## config.mk

```make
export PLATFORM = sky130hd
export DESIGN_NAME = dagel_ctrl
export DESIGN_NICKNAME = d
export VERILOG_FILES = /design/src/design/dagel_pkg.sv /design/src/design/dagel_ctrl.sv
export SDC_FILE = /design/constraint.sdc
export NUM_CORES = 1
export LEC_CHECK = 0
export BUFFER_PORTS_ARGS = -buffer_cell sky130_fd_sc_hd__buf_2
export CAP_MARGIN = 20
export CORE_AREA = 2 2 53 55
export DETAILED_ROUTE_END_ITERATION = 7
export DIE_AREA = 0 0 55 57
export SLEW_MARGIN = 20
export SYNTH_ARGS = -nofsm -noshare
export SYNTH_HDL_FRONTEND = slang
export SYNTH_SLANG_ARGS = --single-unit
```

## constraint.sdc

```tcl
create_clock -name i_clk -period 3 [get_ports i_clk]
set_input_delay 0.6 -clock i_clk [delete_from_list [all_inputs] [get_ports i_clk]]
set_output_delay 0.6 -clock i_clk [all_outputs]
set_load 0.05 [all_outputs]
```

## src/design/dagel_pkg.sv

```systemverilog
// Shared constants, codes and command/status types of the DAG earliest-level block.
package dagel_pkg;

    localparam int NODE_W      = 6;
    localparam int LEVEL_W     = 6;
    localparam int CFG_W       = 7;
    localparam int NODE_LIMIT  = 2 ** NODE_W;

    localparam int MAX_NODES_DEF = 64;
    localparam int MAX_EDGES_DEF = 256;

    localparam logic [CFG_W-1:0]   CFG_RESET = 7'd64;
    localparam logic [LEVEL_W-1:0] LEVEL_MAX = 6'd63;

    localparam logic OP_ADD = 1'b0;
    localparam logic OP_RUN = 1'b1;

    typedef struct packed {
        logic load;
        logic init;
        logic clr;
        logic edge_rd;
        logic deg_rd;
        logic cnt_wr;
        logic seed_rd;
        logic seed_chk;
        logic pop;
        logic lvl_rd;
        logic scan_wr;
        logic out_rd;
        logic out_em;
    } t_cmd;

    typedef struct packed {
        logic clr_last;
        logic e_end;
        logic edge_in;
        logic scan_hit;
        logic node_last;
        logic q_empty;
    } t_sts;

endpackage

```

## src/design/dagel_ctrl.sv

```systemverilog
// Controller state machine that sequences edge loads and the level walk.
module dagel_ctrl (
    input  logic             i_clk,
    input  logic             i_rst_n,
    input  logic             i_start,
    input  logic             i_opcode,
    input  dagel_pkg::t_sts  i_sts,
    output dagel_pkg::t_cmd  o_cmd,
    output logic             o_busy
);

    typedef enum logic [13:0] {
        S_IDLE     = 14'h0001,
        S_CLR      = 14'h0002,
        S_CNT_RD   = 14'h0004,
        S_CNT_DEG  = 14'h0008,
        S_CNT_WR   = 14'h0010,
        S_SEED_RD  = 14'h0020,
        S_SEED_CHK = 14'h0040,
        S_POP      = 14'h0080,
        S_POP_LVL  = 14'h0100,
        S_SCAN_RD  = 14'h0200,
        S_SCAN_CHK = 14'h0400,
        S_SCAN_WR  = 14'h0800,
        S_OUT_RD   = 14'h1000,
        S_OUT_EM   = 14'h2000
    } t_state;

    t_state r_state;
    t_state n_state;

    always_ff @(posedge i_clk) begin
        if (!i_rst_n) begin
            r_state <= S_IDLE;
        end else begin
            r_state <= n_state;
        end
    end

    always_comb begin
        n_state = r_state;
        o_cmd   = '0;
        unique case (r_state)
            S_IDLE: begin
                if (i_start) begin
                    if (i_opcode == dagel_pkg::OP_RUN) begin
                        o_cmd.init = 1'b1;
                        n_state    = S_CLR;
                    end else begin
                        o_cmd.load = 1'b1;
                    end
                end
            end
            S_CLR: begin
                o_cmd.clr = 1'b1;
                if (i_sts.clr_last) begin
                    n_state = S_CNT_RD;
                end
            end
            S_CNT_RD: begin
                if (i_sts.e_end) begin
                    n_state = S_SEED_RD;
                end else begin
                    o_cmd.edge_rd = 1'b1;
                    n_state       = S_CNT_DEG;
                end
            end
            S_CNT_DEG: begin
                if (i_sts.edge_in) begin
                    o_cmd.deg_rd = 1'b1;
                    n_state      = S_CNT_WR;
                end else begin
                    n_state = S_CNT_RD;
                end
            end
            S_CNT_WR: begin
                o_cmd.cnt_wr = 1'b1;
                n_state      = S_CNT_RD;
            end
            S_SEED_RD: begin
                o_cmd.seed_rd = 1'b1;
                n_state       = S_SEED_CHK;
            end
            S_SEED_CHK: begin
                o_cmd.seed_chk = 1'b1;
                n_state        = i_sts.node_last ? S_POP : S_SEED_RD;
            end
            S_POP: begin
                if (i_sts.q_empty) begin
                    n_state = S_OUT_RD;
                end else begin
                    o_cmd.pop = 1'b1;
                    n_state   = S_POP_LVL;
                end
            end
            S_POP_LVL: begin
                o_cmd.lvl_rd = 1'b1;
                n_state      = S_SCAN_RD;
            end
            S_SCAN_RD: begin
                if (i_sts.e_end) begin
                    n_state = S_POP;
                end else begin
                    o_cmd.edge_rd = 1'b1;
                    n_state       = S_SCAN_CHK;
                end
            end
            S_SCAN_CHK: begin
                if (i_sts.scan_hit) begin
                    o_cmd.deg_rd = 1'b1;
                    n_state      = S_SCAN_WR;
                end else begin
                    n_state = S_SCAN_RD;
                end
            end
            S_SCAN_WR: begin
                o_cmd.scan_wr = 1'b1;
                n_state       = S_SCAN_RD;
            end
            S_OUT_RD: begin
                o_cmd.out_rd = 1'b1;
                n_state      = S_OUT_EM;
            end
            S_OUT_EM: begin
                o_cmd.out_em = 1'b1;
                n_state      = i_sts.node_last ? S_IDLE : S_OUT_RD;
            end
            default: begin
                n_state = S_IDLE;
            end
        endcase
    end

    assign o_busy = (r_state != S_IDLE);

endmodule

```

**After elaboration in Yosys (flattened, before gate mapping)**

Cells that the tools add are included.

- Eq/ne operators: 18
- Muxes and demuxes: 30
- Reductions and logical operators: 3

Operators with widths:

| cell | number |
|---|---|
| $pmux W14 S13 | 1 |
| $mux W14 | 3 |
| $mux W13 | 2 |
| $mux W1 | 16 |
| $eq A14 B1 Y1 const B | 1 |
| $eq A14 B10 Y1 const B | 1 |
| $eq A14 B11 Y1 const B | 1 |
| $eq A14 B12 Y1 const B | 1 |
| $eq A14 B13 Y1 const B | 1 |
| $eq A14 B14 Y1 const B | 1 |
| $eq A14 B2 Y1 const B | 1 |
| $eq A14 B3 Y1 const B | 1 |
| $eq A14 B4 Y1 const B | 1 |
| $eq A14 B5 Y1 const B | 1 |
| $eq A14 B6 Y1 const B | 1 |
| $eq A14 B7 Y1 const B | 1 |
| $eq A14 B8 Y1 const B | 1 |
| $eq A14 B9 Y1 const B | 1 |
| $ne A14 B1 Y1 const B | 1 |
| $mux W12 | 1 |
| $mux W11 | 1 |
| $mux W8 | 1 |
| $mux W6 | 1 |
| $ne A2 B2 Y1 const B | 3 |
| 5 further kinds | 7 |

- Bits in registers: 14
- Bits of input ports: 10
- Output and inout port bits: 14
- Word-level logic and storage cells: 52

**Depth between registers and ports, before layout**

Gate-level depths: netlist of the first run.

- Word-level depth: 3
- Gate-level depth with buffers: 7
- Gate-level depth less buffers: 6

**Worst setup path before layout of the first run**

No wires, ideal clock.

- Kind: reg2out
- Start: register r_state[10]
- End: output port o_cmd[12] (netlist name)
- Data arrival time: 2.980 ns
- Required time: 2.400 ns
- Slack: -0.580 ns
- Stages on the path, launching flop included: 5
- Path buffers: 1
- Path through: dfxtp_1 clkbuf_1 nor4_1 nand4_1 nor3b_1

RTL lines:

| item | line | text |
|---|---|---|
| start, declared | dagel_ctrl.sv:29 | `t_state r_state;` |
| start signal, assigned | dagel_ctrl.sv:36 | `r_state <= n_state;` |
| end, declared | dagel_ctrl.sv:8 | `output dagel_pkg::t_cmd o_cmd,` |

==> flow_summary.toml, run 1 <==
[global_route]
grt_max_degree = 12
grt_pass1_wl_mm = 3.939
grtUsageTotal_pct = 17.22
antenna_found_initial = 0
grt_overflow = 0
first_global_vias = 896

[routing]
routed_wl_mm = 2.376
num_vias = 954
ant_nets = 0
wire_per_inst_microns = 14.14
drtIter0Drc = 37
via_per_inst = 5.679
drc = 0
drtPass1Iterations = 4

[run]
drv_cap = 0

[power_and_ir_drop]
leakage_nw = 0.5100
total_power_uw = 396.3
ir_worst_vdd_mv = 0.2021
power_density_nw_per_um2 = 361.9

[synth]
yosys_most_used_dff = "dfxtp_1"
netlist.area_leader.share_pct = 32.37
synthTopCellsByCount = "dfxtp_1 (14), nor2_1 (14), nor4_1 (8)"
ys_seq_elements = 14
ys_types = 32
seq_area_frac_synth_pct = 32.37
synthArstFlopShare_pct = 0
synth_edf_count = 0
syn_nets = 122
synth_top_area_cell = "dfxtp_1"
syn_avg_cell_area_sq_um = 7.731
synth_area_sq_um = 865.8
yosys-top-cells-area = "dfxtp_1 (32%), nor2_1 (6.1%), nor4_1 (5.8%)"
syn_inst = 112
synth_warnings = 0

[floorplanning]
dieWidth_microns = 55
ios = 24
dieArea_sq_um = 3135
floorplan.core_area_sq_um = 2615
dieHeight_microns = 57
start_util_pct = 33.11
row_count = 19

[cells_and_area]
layout.nets = 148
regMostFlops = "r_state"
area_growth_pct = 26.45
top_regs = "r_state (14)"
n_antenna_cell = 0
drive_gt1_share_pct = 34.31
largest_reg_flops = 14

[place]
routabilityCongestion = 0.8096
hpwl_mm = 1.773
portBuffers = 23

[critical_path]
worst-setup-path-type = "reg -> out"
start_kind = "flop"
critPathMaxStageDelay_ns = 0.53
cp-startpoint = "r_state[7]"
r2r-start = "r_state[10]"
required_ns = 2.40
worstPathMaxFanout = 2
endpoint_kind = "primary output"
arrival_ns = 2.33
crit_chain = "or4_4 -> or4_4 -> or4_4 -> nand2_2 -> buf_8"
crit_buf_inv = 1
crit_top_cell = "or4_4"
crit_family = "simple AND/OR/NAND/NOR gates"
crit_slowest_cell = "or4_4"

[hold_path]
worstHoldStart = "i_sts[0]"
hold_class = "in -> reg"

[timing]
hold_violations = 0
final_max_slew_viol_count = 0
relSlewSlack_pct = 55.23
setup_violations = 0
post-route-period-util_pct = 97.58
worstMarginPinSlew_ns = 0.6654
fmax_mhz = 341.6
skew_ns = 0.002215
grt_setup_unrepaired = "false"
fin_crit_ns = 2.927
fin_setup_tns_ns = 0

[clocking]
cts_buffers = 3
clk_latency_ns = 0.28
clkSinkCount = 14
h-tree-depth = 1
clk_pin_slew_ns = 0.09
cts_root_buf = "clkbuf_4"
cts_tree = "built"
clockBufferDepth = 2

[status]
outcome = "complete, no violations"
==> final cells by class <==
type | instances | area, sq um
Tap cell | 31 | 38.79
Multi-Input combinational cell | 87 | 554.3
Fill cell | 282 | 1520
Sequential cell | 14 | 287.8
Inverter | 4 | 15.01
Timing Repair Buffer | 28 | 162.7
Clock buffer | 4 | 36.28
==> per-stage QoR <==
stage | cell area [sq um] | hold WS (ns) | worst slack [ns] | std cells | utilization (%)
6_report | 1095 | 0.5067 | 0.07261 | 168 | 41.87
5_1_grt | 1095 | 0.4947 | 0.009056 | 168 | 41.87
4_1_cts | 1091 | 0.5011 | 0.06524 | 168 | 41.72
3_5_place_dp | 1012 | 0.5574 | 0.1483 | 161 | 38.71
3_3_place_gp | 1012 | 0.5428 | 0.1753 | 161 | 38.71
2_1_floorplan | 879.6 | 0.4905 | -0.1110 | 112 | -
==> what timing repair did <==
action	CTS	global route
resized for setup	9	1
buffers inserted	3	0
endpoints found under the setup margin	1	1
hold buffers	0	0
pin swaps	2	0
==> per-layer routing <==
| metal | part of all wire (%) | wire length, microns | up-vias | track usage [%] |
|---|---|---|---|---|
| met3 | 7.5 | 178 | 5 | 3.403 |
| li1 | - | - | 467 | - |
| met5 | 0 | 0 | - | 0 |
| met2 | 49 | 1174 | 44 | 27.38 |
| met1 | 41 | 983 | 438 | 22.59 |
| met4 | 1.7 | 40 | 0 | 6.620 |
==> cell families (layout without fill, tap and decap cells) <==
family,count (synthesis),count (layout),synth area share (%)
AND/OR/NAND/NOR,69,69,48.27
AO/OA/AOI/OAI,14,14,9.393
flip-flops,14,14,32.37
buffers and inverters,11,36,5.924
XOR/XNOR,4,4,4.046
==> placed cells by master (no fill, tap or decap), types with 2 or more instances in the layout <==
cell      instances
clkbuf_4          3
a21oi_1           5
o21ai_0           5
buf_4             5
buf_2            22
or4_4             4
nor2_1           14
nand2b_1          2
dfxtp_1          10
nand4_1           4
nand3_1           4
nor4b_1           2
nor4_1            7
and4_1            2
nor2b_1           2
nand2_1           5
and4b_1           4
or3_1             2
dfxtp_2           3
inv_1             4
nor3_1            6
xor2_1            4
==> worst paths after layout <==
check,to,slack [ns],cells past startpoint
hold reg to reg,r_state[3],0.55,2
hold / removal,r_state[8],0.51,2
setup reg to reg,r_state[10],0.63,5
setup / recovery,o_cmd[8],0.07,5
==> power breakdown <==
part	internal, mW	switching, mW	leakage [nW]
Combinational	0.0248	0.0419	0.374
Sequential	0.187	0.00244	0.115
Clock	0.0739	0.0660	0.0210
Total	0.286	0.110	0.510
No activity file was read; power rests on OpenSTA's default activity.
==> inputs of run 2 (changes only) <==
- PLACE_DENSITY: default -> 0.57
- SLEW_MARGIN: 20 -> default
==> run 2 against run 1 <==
Compared with the run above:
- worst setup slack worse by 0.019 ns
- combinational power up 4.2%
- design area is 0.11% lower
- global-route usage down 1.9 points
- critical path depth is the same
- via count is 3.5% lower
- largest power group unchanged
- highest routed layer unchanged
==> flow_summary.toml, run 2 (same netlist as run 1, synthesis figures left out) <==
[status]
outcome = "complete, no violations"

[cells_and_area]
final_cell_mix = "buf_2 (22), nor2_1 (14), dfxtp_1 (10)"
design_area_sq_um = 1094
area_growth_pct = 26.30
fin_cells = 167
top_regs = "r_state (14)"
final_common_cell = "buf_2"
drive_gt1_share_pct = 34.56
layout.nets = 147
largest_reg_flops = 14
n_antenna_cell = 0
regMostFlops = "r_state"

[critical_path]
r2r-end = "r_state[10]"
worstPathMaxFanout = 4
endpoint_kind = "primary output"
r2r-start = "r_state[4]"
rr_worst_depth = 5
required_ns = 2.40
arrival_ns = 2.35
worst-setup-path-type = "reg -> out"
rrSetupSlack_ns = 0.80
start_kind = "flop"

[timing]
setup_violations = 0
final_max_slew_viol_count = 0
relSlewSlack_pct = 60.48
hold-worst-slack_ns = 0.5019
skew_ns = 0.001339
fin_setup_tns_ns = 0
fin_crit_ns = 2.946
worstMarginPinSlew_ns = 0.5874
hold_violations = 0
post-route-period-util_pct = 98.22
grt_setup_unrepaired = "false"
fmax_mhz = 339.4

[place]
post_dp_cell_area_sq_um = 1012
portBuffers = 23
routabilityCongestion = 0.8248
place_inst = 161
hpwl_mm = 1.687

[global_route]
grt_overflow = 0
first_global_vias = 805
grt_max_degree = 12
grt_pass1_wl_mm = 3.436
grt_use_met3_pct = 5.497
grt-busiest-layer = "met2"
grtUsageTotal_pct = 15.28
grt_use_met2_pct = 22.45
antenna_found_initial = 0
grtUsageMet1_pct = 20.23

[hold_path]
worstHoldStart = "i_sts[0]"
holdPathEnd = "r_state[8]"
hold_class = "in -> reg"
whs_path_depth = 2

[clocking]
clockBufferDepth = 2
clk_latency_ns = 0.28
cts_tree = "built"
cts_buffers = 3
holdBufCountCts = 0
cts_root_buf = "clkbuf_4"
h-tree-depth = 1
clk_pin_slew_ns = 0.08
clkSinkCount = 14

[routing]
ant_nets = 0
drtIter0Drc = 34
drc = 0
routed_wl_mm = 2.170
num_vias = 921
drtPass1Iterations = 4
via_per_inst = 5.515
wire_per_inst_microns = 12.99

[power_and_ir_drop]
leakage_nw = 0.5037
total_power_uw = 394.3
ir_worst_vdd_mv = 0.2315
power_density_nw_per_um2 = 360.6

[run]
drv_cap = 0

[floorplanning]
ios = 24
floorplan.core_area_sq_um = 2615
start_util_pct = 33.11
row_count = 19
dieWidth_microns = 55
dieArea_sq_um = 3135
dieHeight_microns = 57
==> run 2: changes by cell type in the layout (fill, tap and decap cells not counted), sizes merged <==
cell / change
buf: -1
==> run 2: final cells by class <==
class | instances | area, sq um
clock buffers | 4 | 36.28
inverters | 4 | 15.01
repair buffers | 27 | 155.1
well taps | 31 | 38.79
fillers | 286 | 1521
multi-input cells | 87 | 560.5
flip-flops and latches | 14 | 287.8
==> run 2: worst max-delay path by stage <==
stage           startpoint         to  slack (ns)  depth (start not counted)
3_3_place_gp    r_state[0]   o_cmd[8]        0.18                          5
6_report        r_state[0]   o_cmd[8]        0.05                          5
2_1_floorplan  r_state[10]  o_cmd[12]       -0.11                          4
5_1_grt         r_state[2]   o_cmd[8]        0.01                          5
3_5_place_dp    r_state[0]   o_cmd[8]        0.15                          5
4_1_cts         r_state[7]   o_cmd[8]        0.03                          5
==> run 2: through the flow <==
step                setup WS [ns]  utilization [%]
CTS                       0.03410            40.86
floorplan                 -0.1110                -
global placement           0.1759            38.71
finish                    0.05354            41.82
global route             0.009653            41.82
detailed placement         0.1513            38.71
==> run 2: power breakdown <==
group	total, mW	switching, mW	internal (mW)	leakage, nW
Clock	0.136	0.0618	0.0740	0.0210
Combinational	0.0695	0.0431	0.0265	0.368
Sequential	0.189	0.00118	0.188	0.115
==> run 2: worst max-delay path, stage by stage, from the launching register on <==
cell and delay (ns):
dfxtp_4 0.35, or4_4 0.52, or4_4 0.51, or4_4 0.44, nand2_2 0.10, buf_8 0.14
==> run 2: timing repair <==
action	in CTS	in global routing
gates resized for setup	8	3
setup endpoints to repair	1	3
setup buffers	0	2
pin swaps	2	2
==> run 2: routing by layer <==
layer / wire length (microns) / part of all wire [%]
met2: 1018 / 47
met4: 31 / 1.4
met5: 0 / 0
met1: 973 / 45
met3: 147 / 6.8
